File: src/sv/ffba_pkg.sv
package ffba_pkg;

  localparam int ARENA_BYTES   = 1048576;
  localparam int TABLE_ENTRIES = 1024;

  localparam int KIND_W = 2;
  localparam int ADDR_W = 20;
  localparam int LEN_W  = 21;
  localparam int NEED_W = 22;
  localparam int CUR_W  = 23;
  localparam int STAT_W = 2;
  localparam int LIVE_W = 11;
  localparam int SKIP_W = 5;

  localparam logic [SKIP_W-1:0] SKIP_RESET = 5'd4;

  typedef enum logic [KIND_W-1:0] {
    K_ALLOC   = 2'd0,
    K_FREE    = 2'd1,
    K_REALLOC = 2'd2,
    K_COUNT   = 2'd3
  } kind_t;

  typedef enum logic [STAT_W-1:0] {
    ST_OK      = 2'd0,
    ST_UNKNOWN = 2'd1,
    ST_ARENA   = 2'd2,
    ST_TABLE   = 2'd3
  } status_t;

  typedef enum logic [2:0] {
    S_IDLE,
    S_SCAN,
    S_DECIDE,
    S_APPLY,
    S_DONE
  } state_t;

  typedef enum logic [1:0] {
    AM_WRITE,
    AM_INSERT,
    AM_KILL
  } apply_mode_t;

  typedef struct packed {
    logic              live;
    logic [LEN_W-1:0]  req;
    logic [LEN_W-1:0]  rlen;
    logic [ADDR_W-1:0] base;
  } entry_t;

  // ring control from the sequencer to the chain
  typedef struct packed {
    logic   shift;
    entry_t wb;
  } ring_ctl_t;

endpackage

File: src/sv/ffba_cell.sv
module ffba_cell (
  input  logic             clk,
  input  logic             rst_n,
  input  logic             shift,
  input  ffba_pkg::entry_t d,
  output ffba_pkg::entry_t q
);

  logic                          live_r;
  logic [ffba_pkg::LEN_W-1:0]    req_r;
  logic [ffba_pkg::LEN_W-1:0]    rlen_r;
  logic [ffba_pkg::ADDR_W-1:0]   base_r;

  always_ff @(posedge clk) begin
    if (!rst_n) begin
      live_r <= 1'b0;
    end else if (shift) begin
      live_r <= d.live;
    end
  end

  always_ff @(posedge clk) begin
    if (shift) begin
      req_r  <= d.req;
      rlen_r <= d.rlen;
      base_r <= d.base;
    end
  end

  assign q.live = live_r;
  assign q.req  = req_r;
  assign q.rlen = rlen_r;
  assign q.base = base_r;

endmodule

File: config.mk
export PLATFORM = sky130hd
export DESIGN_NAME = ffba_cell
export DESIGN_NICKNAME = d
export VERILOG_FILES = /design/src/sv/ffba_pkg.sv /design/src/sv/ffba_cell.sv
export SDC_FILE = /design/constraint.sdc
export NUM_CORES = 1
export LEC_CHECK = 0
export ABC_AREA = 1
export BUFFER_PORTS_ARGS = -buffer_cell sky130_fd_sc_hd__buf_2
export CORE_ASPECT_RATIO = 1.1
export CORE_MARGIN = 3
export CORE_UTILIZATION = 24
export CTS_CLUSTER_DIAMETER = 200
export DETAILED_ROUTE_END_ITERATION = 7
export MAX_ROUTING_LAYER = met4
export RECOVER_POWER = 100
export SKIP_LAST_GASP = 1
export SYNTH_ARGS = -nofsm -noshare
export SYNTH_HDL_FRONTEND = slang
export SYNTH_SLANG_ARGS = --single-unit
File: constraint.sdc
create_clock -name clk -period 0.8 [get_ports clk]
set_input_delay 0.2 -clock clk [delete_from_list [all_inputs] [get_ports clk]]
set_output_delay 0.2 -clock clk [all_outputs]
set_load 0.1 [all_outputs]
==> results.md, run 1 <==
* Layout Area Growth over Synthesis at 102%
* DIE AREA at 9070 um^2
* Ratio of cells with drive above 1 in the final layout at ~67%
* Design area at slightly below 4000 um^2
* Vias per inst at roughly 3.7
* CTS Buf Count at 9
* CP arrival at between 0.9 and 1 ns
* Pre-CTS setup slack at -0.0860 ns
* IO buf count at 128
* Slowest Stage Delay on Critical Path at 0.43 ns
* Final core occ at just over 50%
* Tcrit/Tclk final at 143%
* VDD IR-drop max at approximately 1.5 mV
* Final ANT Viol Nets at 0
* Mean Syn Cell Area at around 28 um^2
* CTS tree: yes
* Hold Crit Depth at 1
* Initial antenna violation count at 2
* Worst flop-to-flop path endpoint: live_r
* Tot GR Track Use at roughly a tenth
* Most common cell after layout, fill and taps aside: buf_2
* Commonest non-fill, non-tap cells in the layout: buf_2 (64), buf_12 (63), edfxtp_1 (62)
* RSZ-0062 raised after global routing: yes
* MaxCap Viol Count at 0
* Initial drt markers at 55
* Clock transition at path regs at approximately 0.070 ns
* CP Max Fanout at 1
* Remaining routing DRC violations at 0
* Die H at around 100 um
* Post-synth cell types at 7
* Worst slew margin at roughly three quarters
* Io pins at around 130
* Endpoints failing setup at 63
* Initial core utilization at 25.1%
* CTS root buffer: clkbuf_8
* Cell chain of the critical path: buf_12
* DP Area at between 3000 and 4000 um^2
* Startpoint Class: register
* Hold Vio Cnt, Final at 0
* Max Transition Viols Final at 0
* Synth Instances at between 60 and 70
* Mapped Nets at roughly 140
* Yosys reg bits at 63
* CP Capture Type: output port
* CTS HTree Levels at 3
* Post-Syn Area at ~1900 um^2
* Power Dens Cells at around 2600 nW/um^2
* Row count at 33
* Via Count at 1185
* Wire length per cell at around 13 um
* Max clock buf depth at 2
* Failing checks: setup timing
* Max Fclk at a little under 0.9 GHz
* Fillers at 647
* Hold Path End: rlen_r[16]
* Post-layout min period at between 1 and 1.5 ns
* Reg2reg start: live_r
* Drt total wl at about 4300 um
* Slew @ Worst Pin at ~0.38 ns
* Data required time of the critical path at about 0.6 ns
* Worst Setup SP: rlen_r[3]
* Leak at around 1.6 nW
* 1st-pass router iterations at 4
* Pwr Total at roughly 10 mW
* Core area at between 7000 and 8000 um^2
* WP buf/inv at 1
* Crit path max-delay cell type: edfxtp_1
* Hold Crit Class: primary input to register
* First-pass GRT wire length at between 6000 and 7000 um
* Largest net degree at the start of global routing at 26
* GPL Wtd Cong at 0.668
* Post-route setup slack at -0.344 ns
* Status: finished with violations
* CP Class: register to output port
* Clock skew at 0 ns
* HP Start: d[36]
* Die width at between 90 and 100 um
* Worst R2R Setup Slack at ~0.18 ns
* YS warnings at 0
* Number of cells on the worst reg-to-reg path at 2
* Top delay family on crit path: flip-flops
* Fin nets at about 280
* Gr ovfl total at 0
* Clock latency on the worst-skew pair at between 0.3 and 0.4 ns
* Seq/Total Area, Yosys at 98.5%
* # clock sinks at 63
* Number of global-route vias before repair at roughly 1300
==> report_power, final <==
group | total [mW] | internal [mW] | switching [mW]
Combinational | 3.11 | 1.05 | 2.06
Sequential | 4.14 | 3.93 | 0.205
Clock | 2.83 | 1.73 | 1.10
Total | 10.1 | 6.71 | 3.36
==> registers in the layout, summed over array words and instances (netlist names) <==
signal	cells
rlen_r	21
req_r	21
base_r	20
live_r	1
==> routing by layer <==
layer	wire (um)	vias to the layer above	GRT usage, %
met3	518	6	5.75
met2	2160	81	15.9
met1	1630	539	11.6
met4	41	0	3.83
met5	0	-	-
li1	-	559	-
==> through the flow <==
| stage | cells | TNS [ns] | hold WS, ns |
|---|---|---|---|
| finish | 322 | -20.51 | 0.0448 |
| CTS | 320 | -22.33 | 0.0230 |
| global placement | 304 | -4.04 | 0.378 |
| detailed placement | 304 | -4.65 | 0.378 |
| floorplan | 69 | -18.85 | 0.299 |
| global route | 322 | -23.43 | 0.0152 |
==> repair_timing <==
item                                    4_1_cts  5_1_grt
hold buffers                                  0        0
setup buffers                                 0        0
endpoints found under the setup margin       63       63
resized for setup                             1        0
==> area by class of cell <==
type | count | area [um^2] | area share (%)
sequential | 63 | 1880 | 48.9
inverter | 1 | 3.75 | 0.0975
clock buffer | 11 | 131 | 3.41
tap | 105 | 131 | 3.41
multi-input combinational | 4 | 17.5 | 0.455
timing repair buffer | 131 | 1610 | 41.7
clock inverter | 5 | 72.6 | 1.88
antenna | 2 | 5.00 | 0.130
==> cells in the mapped netlist <==
library cell	instances	area, um^2
dfxtp_1	1	20.0
nor2_1	1	3.75
edfxtp_1	62	1860
nand2_1	2	7.51
nor2_2	1	6.26
inv_1	1	3.75
buf_4	1	7.51
==> cells by family (layout without fill, tap and decap cells) <==
logic type	Yosys count	count (layout)	share of synthesized area (%)
AND/OR/NAND/NOR	4	4	0.917
flip-flops	63	63	98.5
other	0	2	0
buffers and inverters	2	148	0.589
==> how the worst max path moves through the flow <==
stage	to	slack (ns)	cells past startpoint
detailed placement	req_r[16]	-0.09	2
global route	q[23]	-0.40	1
global placement	req_r[13]	-0.08	2
finish	q[23]	-0.34	1
floorplan	q[0]	-0.30	0
CTS	q[23]	-0.38	1
Power figures use the tool's default switching activity.
==> run 2, diff against run 1 <==
- CORE_ASPECT_RATIO: 1.1 -> 1.4
- SKIP_LAST_GASP: 1 -> not set
==> results.md, run 2 (synthesized netlist as in run 1, its figures left out) <==
* Status: finished with violations
* Failing checks: setup timing
* Slew @ Worst Pin at 0.329 ns
* Max Transition Viols Final at 0
* First-pass GRT wire length at about 6800 um
* IO buf count at between 100 and 150
* Leak at roughly 1.6 nW
* Data required time of the critical path at ~0.6 ns
* Power Dens Cells at 2560 nW/um^2
* Layout Area Growth over Synthesis at 99.5%
* Max clock buf depth at 2
* # clock sinks at 63
* CP Class: register to output port
* Gr ovfl total at 0
* CTS Buf Count at 9
* Reg power frac at 42.4%
* Ratio of cells with drive above 1 in the final layout at about two thirds
* Hold Crit Class: primary input to register
* Fin nets at about 280
* CP Max Fanout at 1
* Wire length per cell at 14.9 um
* CTS HTree Levels at 3
* GPL Wtd Cong at roughly 0.73
* MaxCap Viol Count at 0
* Tcrit/Tclk final at 144%
* Worst slew margin at around four fifths
* Fillers at a little over 600
* Startpoint Class: register
* Commonest non-fill, non-tap cells in the layout: buf_2 (63), buf_12 (63), edfxtp_1 (62)
* Slowest Stage Delay on Critical Path at 0.43 ns
* WP buf/inv at 1
* ANT cells at 0
* 1st-pass router iterations at 3
* Hold Vio Cnt, Final at 0
* VDD IR-drop max at about 1.2 mV
* Core area at about 7500 um^2
* Post-route setup slack at -0.352 ns
* Largest regs: req_r (21), rlen_r (21), base_r (20)
* CTS tree: yes
* Endpoints failing setup at 63
* Clock skew at 0 ns
* Post-layout min period at between 1 and 1.5 ns
* Switching part of the total power at between 30% and 40%
* Clock latency on the worst-skew pair at approximately 0.32 ns
* Worst hold slack at between 0.04 and 0.05 ns
* Largest net degree at the start of global routing at 26
* Initial antenna violation count at 0
* Drt total wl at around 4600 um
* Internal power at 6.40 mW
* CP Capture Type: output port
* Die H at ~110 um
* Combinational share of power at about a third
* Initial core utilization at approximately 25%
* Top delay family on crit path: flip-flops
* Vias per inst at between 3 and 4
* Initial drt markers at 13
* Post-CTS Setup Bufs at 0
* Clock transition at path regs at ~0.060 ns
* Max Fclk at between 0.8 and 0.9 GHz
* Via Count at about 1200
* Tot GR Track Use at between 10% and 20%
* DIE AREA at between 9000 and 10000 um^2
* Hpwl dp at approximately 3800 um
* CTS root buffer: clkbuf_8
* Final ANT Viol Nets at 0
* Remaining routing DRC violations at 0
* CP arrival at about 0.95 ns
* RSZ-0062 raised after global routing: yes
* Clock share of power at between 20% and 30%
* Number of global-route vias before repair at between 1000 and 1500
* Die width at between 80 and 90 um
* Net switching power figure at around 3.4 mW
* Crit path max-delay cell type: edfxtp_1
* Row count at 37
* Cell chain of the critical path: buf_12
* Io pins at between 100 and 150
* Pwr Total at between 9 and 10 mW
run 2: cell type report:
cell class	count	area, um^2	share of cell area [%]
flip-flops and latches	63	1880	49.4
repair buffers	131	1610	42.1
clock buffers	11	131	3.45
well taps	97	121	3.18
clock inverters	5	48.8	1.28
multi-input cells	4	17.5	0.459
inverters	1	3.75	0.0985
run 2: repair_timing:
action / in CTS / in global routing
setup endpoints to repair: 63 / 63
gates resized for setup: 1 / 0
hold buffers: 0 / 0
run 2: per-layer routing:
layer / vias to the layer above / global-route usage (%) / share of wire (%)
met4: 0 / 5.64 / 2.5
met3: 11 / 5.42 / 9.6
met1: 537 / 10.1 / 32
li1: 553 / - / -
met2: 71 / 18.6 / 56
met5: - / - / 0
run 2: path summary, 6_finish.rpt:
path | from | to | slack (ns) | cells after the start
worst max-delay path | req_r[0] | q[41] | -0.35 | 1
worst min-delay path | d[58] | req_r[17] | 0.04 | 1
worst max register to register | live_r | live_r | 0.19 | 2
worst min register to register | live_r | live_r | 0.53 | 2
run 2: stage by stage:
| stage | cells | worst slack, ns | area, um^2 | setup TNS, ns | util (%) |
|---|---|---|---|---|---|
| floorplan | 69 | -0.304 | 1910 | -18.85 | - |
| global placement | 296 | -0.102 | 3670 | -5.44 | 48.6 |
| detailed placement | 296 | -0.103 | 3670 | -5.45 | 48.6 |
| CTS | 312 | -0.393 | 3850 | -22.84 | 51.1 |
| global route | 312 | -0.402 | 3810 | -23.89 | 50.5 |
| finish | 312 | -0.352 | 3810 | -20.87 | 50.5 |
run 2: power groups by stage:
| stage | Combinational [mW] | Clock [mW] | Sequential [mW] |
|---|---|---|---|
| final | 3.12 | 2.51 | 4.14 |
| after global placement | 3.15 | 0 | 4.20 |
| after CTS | 3.16 | 2.63 | 4.14 |
| after global routing | 3.18 | 2.79 | 4.16 |
| after detailed placement | 3.16 | 0 | 4.21 |
| after floorplan | 0.0380 | 0 | 5.90 |
