## config.mk

```make
export PLATFORM = sky130hd
export DESIGN_NAME = ffba_ctrl_flat
export DESIGN_NICKNAME = d
export VERILOG_FILES = /design/src/sv/ffba_pkg.sv /design/src/sv/ffba_in_if.sv /design/src/sv/ffba_out_if.sv /design/src/sv/ffba_ctrl.sv /design/src/flat_wrapper.sv
export SDC_FILE = /design/constraint.sdc
export NUM_CORES = 1
export LEC_CHECK = 0
export BUFFER_PORTS_ARGS = -buffer_cell sky130_fd_sc_hd__buf_2
export CAP_MARGIN = 0
export CORE_MARGIN = 5
export CORE_UTILIZATION = 45
export DETAILED_ROUTE_END_ITERATION = 16
export REMOVE_ABC_BUFFERS = 1
export SLEW_MARGIN = 20
export SYNTH_ARGS = -nofsm -noshare
export SYNTH_HDL_FRONTEND = slang
export SYNTH_SLANG_ARGS = --single-unit
```

## constraint.sdc

```tcl
create_clock -name clk -period 7.52 [get_ports clk]
set_input_delay 0.376 -clock clk [delete_from_list [all_inputs] [get_ports clk]]
set_output_delay 0.376 -clock clk [all_outputs]
set_load 0.005 [all_outputs]
```

## src/sv/ffba_pkg.sv

```systemverilog
package ffba_pkg;

  localparam int ARENA_BYTES   = 1048576;
  localparam int TABLE_ENTRIES = 1024;

  localparam int KIND_W = 2;
  localparam int ADDR_W = 20;
  localparam int LEN_W  = 21;
  localparam int NEED_W = 22;
  localparam int CUR_W  = 23;
  localparam int STAT_W = 2;
  localparam int LIVE_W = 11;
  localparam int SKIP_W = 5;

  localparam logic [SKIP_W-1:0] SKIP_RESET = 5'd4;

  typedef enum logic [KIND_W-1:0] {
    K_ALLOC   = 2'd0,
    K_FREE    = 2'd1,
    K_REALLOC = 2'd2,
    K_COUNT   = 2'd3
  } kind_t;

  typedef enum logic [STAT_W-1:0] {
    ST_OK      = 2'd0,
    ST_UNKNOWN = 2'd1,
    ST_ARENA   = 2'd2,
    ST_TABLE   = 2'd3
  } status_t;

  typedef enum logic [2:0] {
    S_IDLE,
    S_SCAN,
    S_DECIDE,
    S_APPLY,
    S_DONE
  } state_t;

  typedef enum logic [1:0] {
    AM_WRITE,
    AM_INSERT,
    AM_KILL
  } apply_mode_t;

  typedef struct packed {
    logic              live;
    logic [LEN_W-1:0]  req;
    logic [LEN_W-1:0]  rlen;
    logic [ADDR_W-1:0] base;
  } entry_t;

  // ring control from the sequencer to the chain
  typedef struct packed {
    logic   shift;
    entry_t wb;
  } ring_ctl_t;

endpackage

```

## src/sv/ffba_in_if.sv

```systemverilog
interface ffba_in_if;
  logic                         valid;
  logic                         ready;
  logic [ffba_pkg::KIND_W-1:0]  kind;
  logic [ffba_pkg::LEN_W-1:0]   size;
  logic [ffba_pkg::ADDR_W-1:0]  address;
  logic                         address_null;

  modport source (output valid, output kind, output size, output address,
                  output address_null, input ready);
  modport sink (input valid, input kind, input size, input address,
                input address_null, output ready);
endinterface

```

## src/sv/ffba_out_if.sv

```systemverilog
interface ffba_out_if;
  logic                         valid;
  logic                         ready;
  logic [ffba_pkg::ADDR_W-1:0]  block_address;
  logic [ffba_pkg::STAT_W-1:0]  status;
  logic                         copy_needed;
  logic [ffba_pkg::ADDR_W-1:0]  copy_source;
  logic [ffba_pkg::LEN_W-1:0]   copy_length;
  logic [ffba_pkg::LIVE_W-1:0]  live_count;

  modport source (output valid, output block_address, output status,
                  output copy_needed, output copy_source, output copy_length,
                  output live_count, input ready);
  modport sink (input valid, input block_address, input status,
                input copy_needed, input copy_source, input copy_length,
                input live_count, output ready);
endinterface

```

## src/sv/ffba_ctrl.sv

```systemverilog
module ffba_ctrl #(
  parameter int TABLE_ENTRIES = ffba_pkg::TABLE_ENTRIES
) (
  input  logic                          clk,
  input  logic                          rst_n,
  ffba_in_if.sink                       in_ch,
  ffba_out_if.source                    out_ch,
  input  logic                          cfg_we,
  input  logic [ffba_pkg::SKIP_W-1:0]   cfg_wdata,
  input  ffba_pkg::entry_t              head,
  output ffba_pkg::ring_ctl_t           ring
);

  localparam int IDX_W = $clog2(TABLE_ENTRIES);
  localparam int CNT_W = $clog2(TABLE_ENTRIES + 1);
  localparam logic [IDX_W-1:0] LAST_IDX = IDX_W'(TABLE_ENTRIES - 1);
  localparam logic [CNT_W-1:0] FULL_CNT = CNT_W'(TABLE_ENTRIES);
  localparam logic [ffba_pkg::CUR_W-1:0] ARENA_CUR = ffba_pkg::CUR_W'(ffba_pkg::ARENA_BYTES);

  ffba_pkg::state_t state_r, state_nxt;

  logic [IDX_W-1:0]              step_r;
  logic [CNT_W-1:0]              count_r;
  logic [ffba_pkg::SKIP_W-1:0]   skip_r;

  ffba_pkg::kind_t               kind_r;
  logic                          null_r;
  logic [ffba_pkg::LEN_W-1:0]    size_r;
  logic [ffba_pkg::ADDR_W-1:0]   addr_r;
  logic [ffba_pkg::NEED_W-1:0]   need_r;
  logic                          free_phase_r;
  logic                          move_r;

  // scan statistics
  logic [ffba_pkg::CUR_W-1:0]    cursor_r;
  logic                          gfound_r;
  logic [IDX_W-1:0]              gidx_r;
  logic                          reuse_r;
  logic                          prevlive_r;
  logic                          ffound_r;
  logic [IDX_W-1:0]              fidx_r;
  logic [ffba_pkg::LEN_W-1:0]    frlen_r;
  logic [ffba_pkg::LEN_W-1:0]    freq_r;
  logic [CNT_W-1:0]              lastlive_r;
  logic [CNT_W-1:0]              livecnt_r;

  ffba_pkg::apply_mode_t         am_r;
  logic [IDX_W-1:0]              apos_r;
  ffba_pkg::entry_t              aval_r;
  ffba_pkg::entry_t              hold_r;

  // per-operation result and the output register
  ffba_pkg::status_t             res_st_r;
  logic [ffba_pkg::ADDR_W-1:0]   res_addr_r;
  logic                          res_copy_r;
  logic [ffba_pkg::ADDR_W-1:0]   res_csrc_r;
  logic [ffba_pkg::LEN_W-1:0]    res_clen_r;
  logic [CNT_W-1:0]              res_live_r;

  logic                          out_valid_r;
  ffba_pkg::status_t             out_st_r;
  logic [ffba_pkg::ADDR_W-1:0]   out_addr_r;
  logic                          out_copy_r;
  logic [ffba_pkg::ADDR_W-1:0]   out_csrc_r;
  logic [ffba_pkg::LEN_W-1:0]    out_clen_r;
  logic [ffba_pkg::LIVE_W-1:0]   out_live_r;

  logic in_acc, last_step, out_free, stat_clr, free_mode;
  logic [ffba_pkg::NEED_W-1:0] need_raw;

  // scan signals
  logic                        in_tab, bounds, fits, g_hit, g_adv, f_hit, ll_upd, lc_upd;
  logic [ffba_pkg::CUR_W-1:0]  hb, hend;

  // alloc decision
  logic                        a_ok, a_inc;
  ffba_pkg::status_t           a_st;
  ffba_pkg::apply_mode_t       a_mode;
  logic [IDX_W-1:0]            a_pos;
  ffba_pkg::entry_t            a_val;

  // overall decision
  logic                        dec_apply, dec_inc, dec_trim, dec_move;
  ffba_pkg::status_t           dec_st;
  ffba_pkg::apply_mode_t       dec_mode;
  logic [IDX_W-1:0]            dec_pos;
  ffba_pkg::entry_t            dec_val;
  logic [ffba_pkg::ADDR_W-1:0] dec_addr;

  assign in_acc    = in_ch.valid && in_ch.ready;
  assign last_step = (step_r == LAST_IDX);
  assign out_free  = !out_valid_r || out_ch.ready;
  assign stat_clr  = (state_r == ffba_pkg::S_APPLY) && last_step && move_r && !free_phase_r;
  assign free_mode = free_phase_r || (kind_r == ffba_pkg::K_FREE);
  assign need_raw  = {1'b0, in_ch.size} + ffba_pkg::NEED_W'(3);

  // scan of the entry at the head of the ring
  always_comb begin
    in_tab = CNT_W'(step_r) < count_r;
    hb     = ffba_pkg::CUR_W'(head.base);
    hend   = hb + ffba_pkg::CUR_W'(head.rlen);
    bounds = in_tab && !gfound_r && head.live && (head.rlen != '0);
    fits   = (hb < cursor_r) || ((hb - cursor_r) >= ffba_pkg::CUR_W'(need_r));
    g_hit  = bounds && fits;
    g_adv  = bounds && !fits;
    f_hit  = in_tab && !ffound_r && head.live && (head.base == addr_r);
    ll_upd = in_tab && head.live && !(f_hit && free_mode);
    lc_upd = in_tab && head.live && (32'(step_r) >= 32'(skip_r));
  end

  // first-fit outcome
  always_comb begin
    a_ok   = 1'b0;
    a_inc  = 1'b0;
    a_st   = ffba_pkg::ST_OK;
    a_mode = ffba_pkg::AM_INSERT;
    a_pos  = gidx_r;
    a_val.live = 1'b1;
    a_val.req  = size_r;
    a_val.rlen = need_r[ffba_pkg::LEN_W-1:0];
    a_val.base = cursor_r[ffba_pkg::ADDR_W-1:0];
    priority if (gfound_r && reuse_r) begin
      a_ok   = 1'b1;
      a_mode = ffba_pkg::AM_WRITE;
      a_pos  = gidx_r - IDX_W'(1);
    end else if (gfound_r) begin
      if (count_r == FULL_CNT) begin
        a_st = ffba_pkg::ST_TABLE;
      end else begin
        a_ok  = 1'b1;
        a_inc = 1'b1;
      end
    end else if ((cursor_r >= ARENA_CUR) ||
                 ((cursor_r + ffba_pkg::CUR_W'(need_r)) > ARENA_CUR)) begin
      a_st = ffba_pkg::ST_ARENA;
    end else if (count_r == FULL_CNT) begin
      a_st = ffba_pkg::ST_TABLE;
    end else begin
      a_ok  = 1'b1;
      a_inc = 1'b1;
      a_pos = IDX_W'(count_r);
    end
  end

  always_comb begin
    dec_apply = 1'b0;
    dec_inc   = 1'b0;
    dec_trim  = 1'b0;
    dec_move  = 1'b0;
    dec_st    = ffba_pkg::ST_OK;
    dec_mode  = ffba_pkg::AM_WRITE;
    dec_pos   = fidx_r;
    dec_val   = a_val;
    dec_addr  = '0;
    priority if (free_mode) begin
      dec_trim = 1'b1;
      if (ffound_r) begin
        dec_apply = 1'b1;
        dec_mode  = ffba_pkg::AM_KILL;
      end else begin
        dec_st = ffba_pkg::ST_UNKNOWN;
      end
    end else if (kind_r == ffba_pkg::K_COUNT) begin
      dec_trim = 1'b1;
    end else if ((kind_r == ffba_pkg::K_REALLOC) && !null_r && !ffound_r) begin
      dec_st = ffba_pkg::ST_UNKNOWN;
    end else if ((kind_r == ffba_pkg::K_REALLOC) && !null_r &&
                 ({1'b0, frlen_r} >= need_r)) begin
      // shrink in place
      dec_apply    = 1'b1;
      dec_val.base = addr_r;
      dec_addr     = addr_r;
    end else begin
      dec_apply = a_ok;
      dec_inc   = a_inc;
      dec_st    = a_st;
      dec_mode  = a_mode;
      dec_pos   = a_pos;
      dec_addr  = a_ok ? cursor_r[ffba_pkg::ADDR_W-1:0] : '0;
      dec_move  = a_ok && (kind_r == ffba_pkg::K_REALLOC) && !null_r;
    end
  end

  // next state
  always_comb begin
    state_nxt = state_r;
    unique case (state_r)
      ffba_pkg::S_IDLE: begin
        if (in_acc) begin
          state_nxt = ((ffba_pkg::kind_t'(in_ch.kind) == ffba_pkg::K_FREE) &&
                       in_ch.address_null) ? ffba_pkg::S_DONE : ffba_pkg::S_SCAN;
        end
      end
      ffba_pkg::S_SCAN: begin
        if (last_step) state_nxt = ffba_pkg::S_DECIDE;
      end
      ffba_pkg::S_DECIDE: begin
        state_nxt = dec_apply ? ffba_pkg::S_APPLY : ffba_pkg::S_DONE;
      end
      ffba_pkg::S_APPLY: begin
        if (last_step) begin
          state_nxt = (move_r && !free_phase_r) ? ffba_pkg::S_SCAN : ffba_pkg::S_DONE;
        end
      end
      ffba_pkg::S_DONE: begin
        if (out_free) state_nxt = ffba_pkg::S_IDLE;
      end
      default: state_nxt = ffba_pkg::S_IDLE;
    endcase
  end

  // outputs of the sequencer
  always_comb begin
    in_ch.ready = (state_r == ffba_pkg::S_IDLE);
    ring.shift  = (state_r == ffba_pkg::S_SCAN) || (state_r == ffba_pkg::S_APPLY);
    ring.wb     = head;
    if (state_r == ffba_pkg::S_APPLY) begin
      unique case (am_r)
        ffba_pkg::AM_WRITE: begin
          if (step_r == apos_r) ring.wb = aval_r;
        end
        ffba_pkg::AM_KILL: begin
          if (step_r == apos_r) begin
            ring.wb.live = 1'b0;
            ring.wb.rlen = '0;
            ring.wb.req  = '0;
          end
        end
        ffba_pkg::AM_INSERT: begin
          if (step_r == apos_r) begin
            ring.wb = aval_r;
          end else if (step_r > apos_r) begin
            ring.wb = hold_r;
          end
        end
        default: ring.wb = head;
      endcase
    end
  end

  always_ff @(posedge clk) begin
    if (!rst_n) begin
      state_r     <= ffba_pkg::S_IDLE;
      count_r     <= '0;
      skip_r      <= ffba_pkg::SKIP_RESET;
      out_valid_r <= 1'b0;
    end else begin
      state_r <= state_nxt;
      if (cfg_we) skip_r <= cfg_wdata;
      if (state_r == ffba_pkg::S_DECIDE) begin
        if (dec_trim) begin
          count_r <= lastlive_r;
        end else if (dec_inc) begin
          count_r <= count_r + CNT_W'(1);
        end
      end
      if ((state_r == ffba_pkg::S_DONE) && out_free) begin
        out_valid_r <= 1'b1;
      end else if (out_ch.valid && out_ch.ready) begin
        out_valid_r <= 1'b0;
      end
    end
  end

  // transaction latch, scan statistics, apply setup and output register
  always_ff @(posedge clk) begin
    if (ring.shift) begin
      step_r <= last_step ? '0 : step_r + IDX_W'(1);
    end
    if (state_r == ffba_pkg::S_APPLY) hold_r <= head;

    if ((state_r == ffba_pkg::S_IDLE) && in_acc) begin
      kind_r       <= ffba_pkg::kind_t'(in_ch.kind);
      null_r       <= in_ch.address_null;
      size_r       <= in_ch.size;
      addr_r       <= in_ch.address;
      need_r       <= {need_raw[ffba_pkg::NEED_W-1:2], 2'b00};
      free_phase_r <= 1'b0;
      move_r       <= 1'b0;
      step_r       <= '0;
      res_st_r     <= ffba_pkg::ST_OK;
      res_addr_r   <= '0;
      res_copy_r   <= 1'b0;
      res_csrc_r   <= '0;
      res_clen_r   <= '0;
      res_live_r   <= '0;
    end
    if (stat_clr) free_phase_r <= 1'b1;

    if (((state_r == ffba_pkg::S_IDLE) && in_acc) || stat_clr) begin
      cursor_r   <= '0;
      gfound_r   <= 1'b0;
      reuse_r    <= 1'b0;
      prevlive_r <= 1'b0;
      ffound_r   <= 1'b0;
      lastlive_r <= '0;
      livecnt_r  <= '0;
    end else if (state_r == ffba_pkg::S_SCAN) begin
      prevlive_r <= head.live;
      if (g_hit) begin
        gfound_r <= 1'b1;
        gidx_r   <= step_r;
        reuse_r  <= (step_r != '0) && !prevlive_r;
      end
      if (g_adv) cursor_r <= hend;
      if (f_hit) begin
        ffound_r <= 1'b1;
        fidx_r   <= step_r;
        frlen_r  <= head.rlen;
        freq_r   <= head.req;
      end
      if (ll_upd) lastlive_r <= CNT_W'(step_r) + CNT_W'(1);
      if (lc_upd) livecnt_r <= livecnt_r + CNT_W'(1);
    end

    if (state_r == ffba_pkg::S_DECIDE) begin
      am_r   <= dec_mode;
      apos_r <= dec_pos;
      aval_r <= dec_val;
      move_r <= dec_move;
      if (!free_phase_r) begin
        res_st_r   <= dec_st;
        res_addr_r <= dec_addr;
        if (dec_move) begin
          res_copy_r <= 1'b1;
          res_csrc_r <= addr_r;
          res_clen_r <= freq_r;
        end
        if (kind_r == ffba_pkg::K_COUNT) res_live_r <= livecnt_r;
      end
    end

    if ((state_r == ffba_pkg::S_DONE) && out_free) begin
      out_st_r   <= res_st_r;
      out_addr_r <= res_addr_r;
      out_copy_r <= res_copy_r;
      out_csrc_r <= res_csrc_r;
      out_clen_r <= res_clen_r;
      out_live_r <= ffba_pkg::LIVE_W'(res_live_r);
    end
  end

  assign out_ch.valid         = out_valid_r;
  assign out_ch.status        = out_st_r;
  assign out_ch.block_address = out_addr_r;
  assign out_ch.copy_needed   = out_copy_r;
  assign out_ch.copy_source   = out_csrc_r;
  assign out_ch.copy_length   = out_clen_r;
  assign out_ch.live_count    = out_live_r;

endmodule

```

## src/flat_wrapper.sv

```systemverilog
// flat-port wrapper written by rule: the top's interface ports become plain ports
module ffba_ctrl_flat 
#(
  parameter int TABLE_ENTRIES = ffba_pkg::TABLE_ENTRIES
)
  (clk, rst_n, cfg_we, cfg_wdata, head, ring, in_ch_valid, in_ch_kind, in_ch_size, in_ch_address, in_ch_address_null, in_ch_ready, out_ch_valid, out_ch_block_address, out_ch_status, out_ch_copy_needed, out_ch_copy_source, out_ch_copy_length, out_ch_live_count, out_ch_ready);
  ffba_in_if in_ch_i ();
  ffba_out_if out_ch_i ();
  input  logic clk;
  input  logic rst_n;
  input  logic cfg_we;
  input  logic [ffba_pkg::SKIP_W-1:0] cfg_wdata;
  input  ffba_pkg::entry_t head;
  output ffba_pkg::ring_ctl_t ring;
  input wire logic [$bits(in_ch_i.valid)-1:0] in_ch_valid;
  input wire logic [$bits(in_ch_i.kind)-1:0] in_ch_kind;
  input wire logic [$bits(in_ch_i.size)-1:0] in_ch_size;
  input wire logic [$bits(in_ch_i.address)-1:0] in_ch_address;
  input wire logic [$bits(in_ch_i.address_null)-1:0] in_ch_address_null;
  output wire logic [$bits(in_ch_i.ready)-1:0] in_ch_ready;
  output wire logic [$bits(out_ch_i.valid)-1:0] out_ch_valid;
  output wire logic [$bits(out_ch_i.block_address)-1:0] out_ch_block_address;
  output wire logic [$bits(out_ch_i.status)-1:0] out_ch_status;
  output wire logic [$bits(out_ch_i.copy_needed)-1:0] out_ch_copy_needed;
  output wire logic [$bits(out_ch_i.copy_source)-1:0] out_ch_copy_source;
  output wire logic [$bits(out_ch_i.copy_length)-1:0] out_ch_copy_length;
  output wire logic [$bits(out_ch_i.live_count)-1:0] out_ch_live_count;
  input wire logic [$bits(out_ch_i.ready)-1:0] out_ch_ready;
  assign in_ch_i.valid = in_ch_valid;
  assign in_ch_i.kind = in_ch_kind;
  assign in_ch_i.size = in_ch_size;
  assign in_ch_i.address = in_ch_address;
  assign in_ch_i.address_null = in_ch_address_null;
  assign in_ch_ready = in_ch_i.ready;
  assign out_ch_valid = out_ch_i.valid;
  assign out_ch_block_address = out_ch_i.block_address;
  assign out_ch_status = out_ch_i.status;
  assign out_ch_copy_needed = out_ch_i.copy_needed;
  assign out_ch_copy_source = out_ch_i.copy_source;
  assign out_ch_copy_length = out_ch_i.copy_length;
  assign out_ch_live_count = out_ch_i.live_count;
  assign out_ch_i.ready = out_ch_ready;
  ffba_ctrl #(.TABLE_ENTRIES(TABLE_ENTRIES)) u_core (.clk(clk), .rst_n(rst_n), .in_ch(in_ch_i), .out_ch(out_ch_i), .cfg_we(cfg_we), .cfg_wdata(cfg_wdata), .head(head), .ring(ring));
endmodule
```

==> summary.txt <==
Outcome
  • Status: finished clean

Timing
  • Period utilization: 0.722
  • Hold Slack: just over 0.03 ns
  • Setup Total Neg Slack: 0 ns
  • Fin crit period: between 5 and 6 ns
  • Slew headroom: 0.244
  • RSZ-0062 raised after global routing: false
  • Final hold vios: 0
  • Setup Viol. Count Final: 0
  • Final worst slack: between 2 and 2.5 ns
  • Fin Clk Skew: roughly 0.028 ns
  • Max-slew violation count: 0
  • Worst-Margin Slew: 1.13 ns
  • Fmax: 184 MHz

Cells and area
  • Synth-to-Final Area Change: 18.1%
  • # fillers: about 4700
  • Nets: 2700
  • Final Instance Area: 28000 um2
  • Share of cells above drive strength 1: 0.162

Critical path
  • CP Class: flop to flop
  • CP top delay family: compound AO/OA/AOI/OAI gates
  • CP max stage cell: o21ai_0
  • CP max FO: 24
  • Worst EP required: roughly 8 ns
  • Crit end category: flop
  • Buffers plus inverters on the worst setup path: 2
  • CP arrival: around 6 ns
  • Crit start category: flop
  • Critical Path, Cell by Cell: inv_1 -> ha_1 -> nor2b_1 -> o31a_1 -> o311a_1 -> o21ai_0 -> o21bai_1 -> a21oi_1 -> o21bai_1 -> a21oi_1 -> xnor2_1 -> ha_1 -> nand4_1 -> nor3_1 -> or3_1 -> a2111oi_0 -> o21ai_1 -> nor3_4 -> buf_4 -> mux2i_1 -> nor2_1
  • CP max stage delay: between 0.4 and 0.5 ns

Yosys
  • Cell taking the most area after synthesis: edfxtp_1
  • Synth cell types: 94
  • Synth warn: 0
  • Async S/R FF share, synth: 0
  • Seq/Total Area, Yosys: 0.558
  • Area contributors post-synth: edfxtp_1 43%, dfxtp_1 13%, ha_1 6.8%
  • Count leader, synth: edfxtp_1
  • Synth top cells by count: 337 x edfxtp_1, 299 x nand2_1, 154 x dfxtp_1
  • Avg Cell Area, Syn: between 10 and 15 um2
  • Post-synth EDFFs: between 300 and 400
  • Top FF cell, synth: edfxtp_1
  • Netlist Area Pre-Place: about 24000 um2
  • Top cell type's share of synthesized area: 0.427
  • Yosys reg bits: approximately 490
  • Mapped Cells: approximately 2100

Global route
  • Vias in the first global route: between 15000 and 20000
  • Largest net degree at the start of global routing: 71
  • Initial antenna violation count: 4
  • First-pass GRT wire length: about 100 mm
  • Gr ovfl total: 0
  • All-layer global routing usage: 0.233

Clock network
  • Postcts setup bufs: 0
  • # resized after CTS: 0
  • CTS H-tree lvls: 2
  • Clk slew on worst S/H paths: about 0.060 ns
  • CTS Buf Count: 52
  • Clock Latency Late Sink: about 0.60 ns
  • CTS max path bufs: 3
  • CTS tree: done
  • # hold bufs at CTS: 59
  • Sink Count: 491
  • Clk Tree Root Cell: clkbuf_16

Routing
  • Antenna viol nets, final: 0
  • Drt pass-1 iters: 5
  • Final WL: 69.0 mm
  • DRC: 0
  • Via count: 17800
  • Via/cell ratio: 5.58
  • Wire length per cell: ~22 um
  • Initial DRC Count: between 1000 and 1500

Place
  • Detailed placement HPWL: approximately 51 mm
  • Post-DP Area: ~26000 um2
  • PortBufs: roughly 260
  • RD Place Congestion: around 0.96
  • Post-place setup slack: approximately 2.1 ns

Floorplanning
  • Die Area: 57300 um2
  • Placeable Area: ~52000 um2
  • Cell Rows: 84
  • Die Wd: 239 um
  • Initial Util: 0.452
  • Chip height: around 240 um
  • IO Pins: between 200 and 300

Power and ir drop
  • Leak pwr: 11.2 nW
  • VDD IR max: roughly 170 uV
  • Pwr dens: ~220 nW/um2

Run
  • Max cap viols: 0

Worst hold path
  • Hold Path Class: primary input to flop
[sequential cells by signal, summed over array words and instances, names as in the netlist, 20 cells and up]
| signal | count |
|---|---|
| u_core.freq_r | 21 |
| u_core.res_csrc_r | 20 |
| u_core.addr_r | 20 |
| u_core.need_r | 20 |
| u_core.res_clen_r | 21 |
| u_core.hold_r | 63 |
| u_core.cursor_r | 22 |
| u_core.frlen_r | 21 |
| u_core.out_ch.block_address | 20 |
| u_core.out_ch.copy_source | 20 |
| u_core.res_addr_r | 20 |
| u_core.out_ch.copy_length | 21 |
| u_core.size_r | 21 |
| u_core.aval_r | 60 |
[cell families after synthesis]
kind of cell,count (synthesis),synth area share
muxes,72,0.0306
and+or+nand+nor,657,0.126
adders and majority gates,132,0.0707
xor gates and xnor gates,100,0.0373
DFF,491,0.558
AOI/OAI and AO/OA,459,0.137
buffers and inverters,229,0.0411
[routing by layer]
metal  share of wire  up-vias  GRT usage  routed length [um]
li1                -     8459          -                   -
met1            0.41     8625      0.296               28300
met2            0.50      542      0.407               34600
met3           0.053      126     0.0388                3650
met4           0.035        6     0.0799                2420
met5         0.00051        -          0                  35
[power by group]
| part | switching (mW) | total, mW | leakage (nW) | internal, mW |
|---|---|---|---|---|
| combinational | 0.345 | 0.560 | 6.08 | 0.215 |
| sequential | 0.0317 | 2.95 | 4.30 | 2.92 |
| clock | 1.06 | 2.65 | 0.871 | 1.59 |
[final timing paths]
check	startpoint	cells after the start	end	slack (ns)
setup / recovery	u_core.cursor_r[2]$_SDFFE_PP0P_	21	u_core.cursor_r[10]$_SDFFE_PP0P_	2.09
hold / removal	cfg_wdata[1]	3	u_core.skip_r[1]$_SDFFE_PN0P_	0.03
setup reg to reg	u_core.cursor_r[2]$_SDFFE_PP0P_	21	u_core.cursor_r[10]$_SDFFE_PP0P_	2.09
hold reg to reg	u_core.size_r[17]$_DFFE_PP_	0	u_core.aval_r[58]$_DFFE_PP_	0.42
[tightest hold or removal path, stage by stage]
cell     delay, ns
buf_2         0.07
mux2i_1       0.06
nor2_1        0.08
[final cells by class]
| type | instances | area (um2) | area share |
|---|---|---|---|
| antenna | 1 | 2.50 | 0.0000895 |
| clock buffer | 70 | 1440 | 0.0515 |
| clock inverter | 27 | 323 | 0.0115 |
| inverter | 153 | 578 | 0.0207 |
| multi-input combinational | 1420 | 9550 | 0.342 |
| sequential | 491 | 13200 | 0.472 |
| tap | 688 | 861 | 0.0308 |
| timing repair buffer | 333 | 2000 | 0.0717 |
[cell usage in the layout (no fill, tap or decap), types with 20 or more instances in the layout]
cell / instances
nand2_1: 298
buf_2: 257
xor2_1: 46
a21o_1: 23
xnor2_1: 53
nor3_1: 55
dlygate4sd3_1: 59
mux2i_1: 69
o21ai_0: 91
ha_1: 129
a21oi_1: 81
inv_1: 147
a221o_1: 20
dfxtp_1: 154
edfxtp_1: 337
nand3_1: 36
a22oi_1: 64
nor2_1: 131
clkbuf_16: 53
[through the flow]
step	utilization	power (mW)	instances
2_1_floorplan	-	3.31	2064
3_3_place_gp	0.489	3.54	3026
3_5_place_dp	0.489	3.54	3026
4_1_cts	0.534	6.21	3182
5_1_grt	0.534	6.38	3183
6_report	0.534	6.16	3183
(Power assumes the default switching activity.)
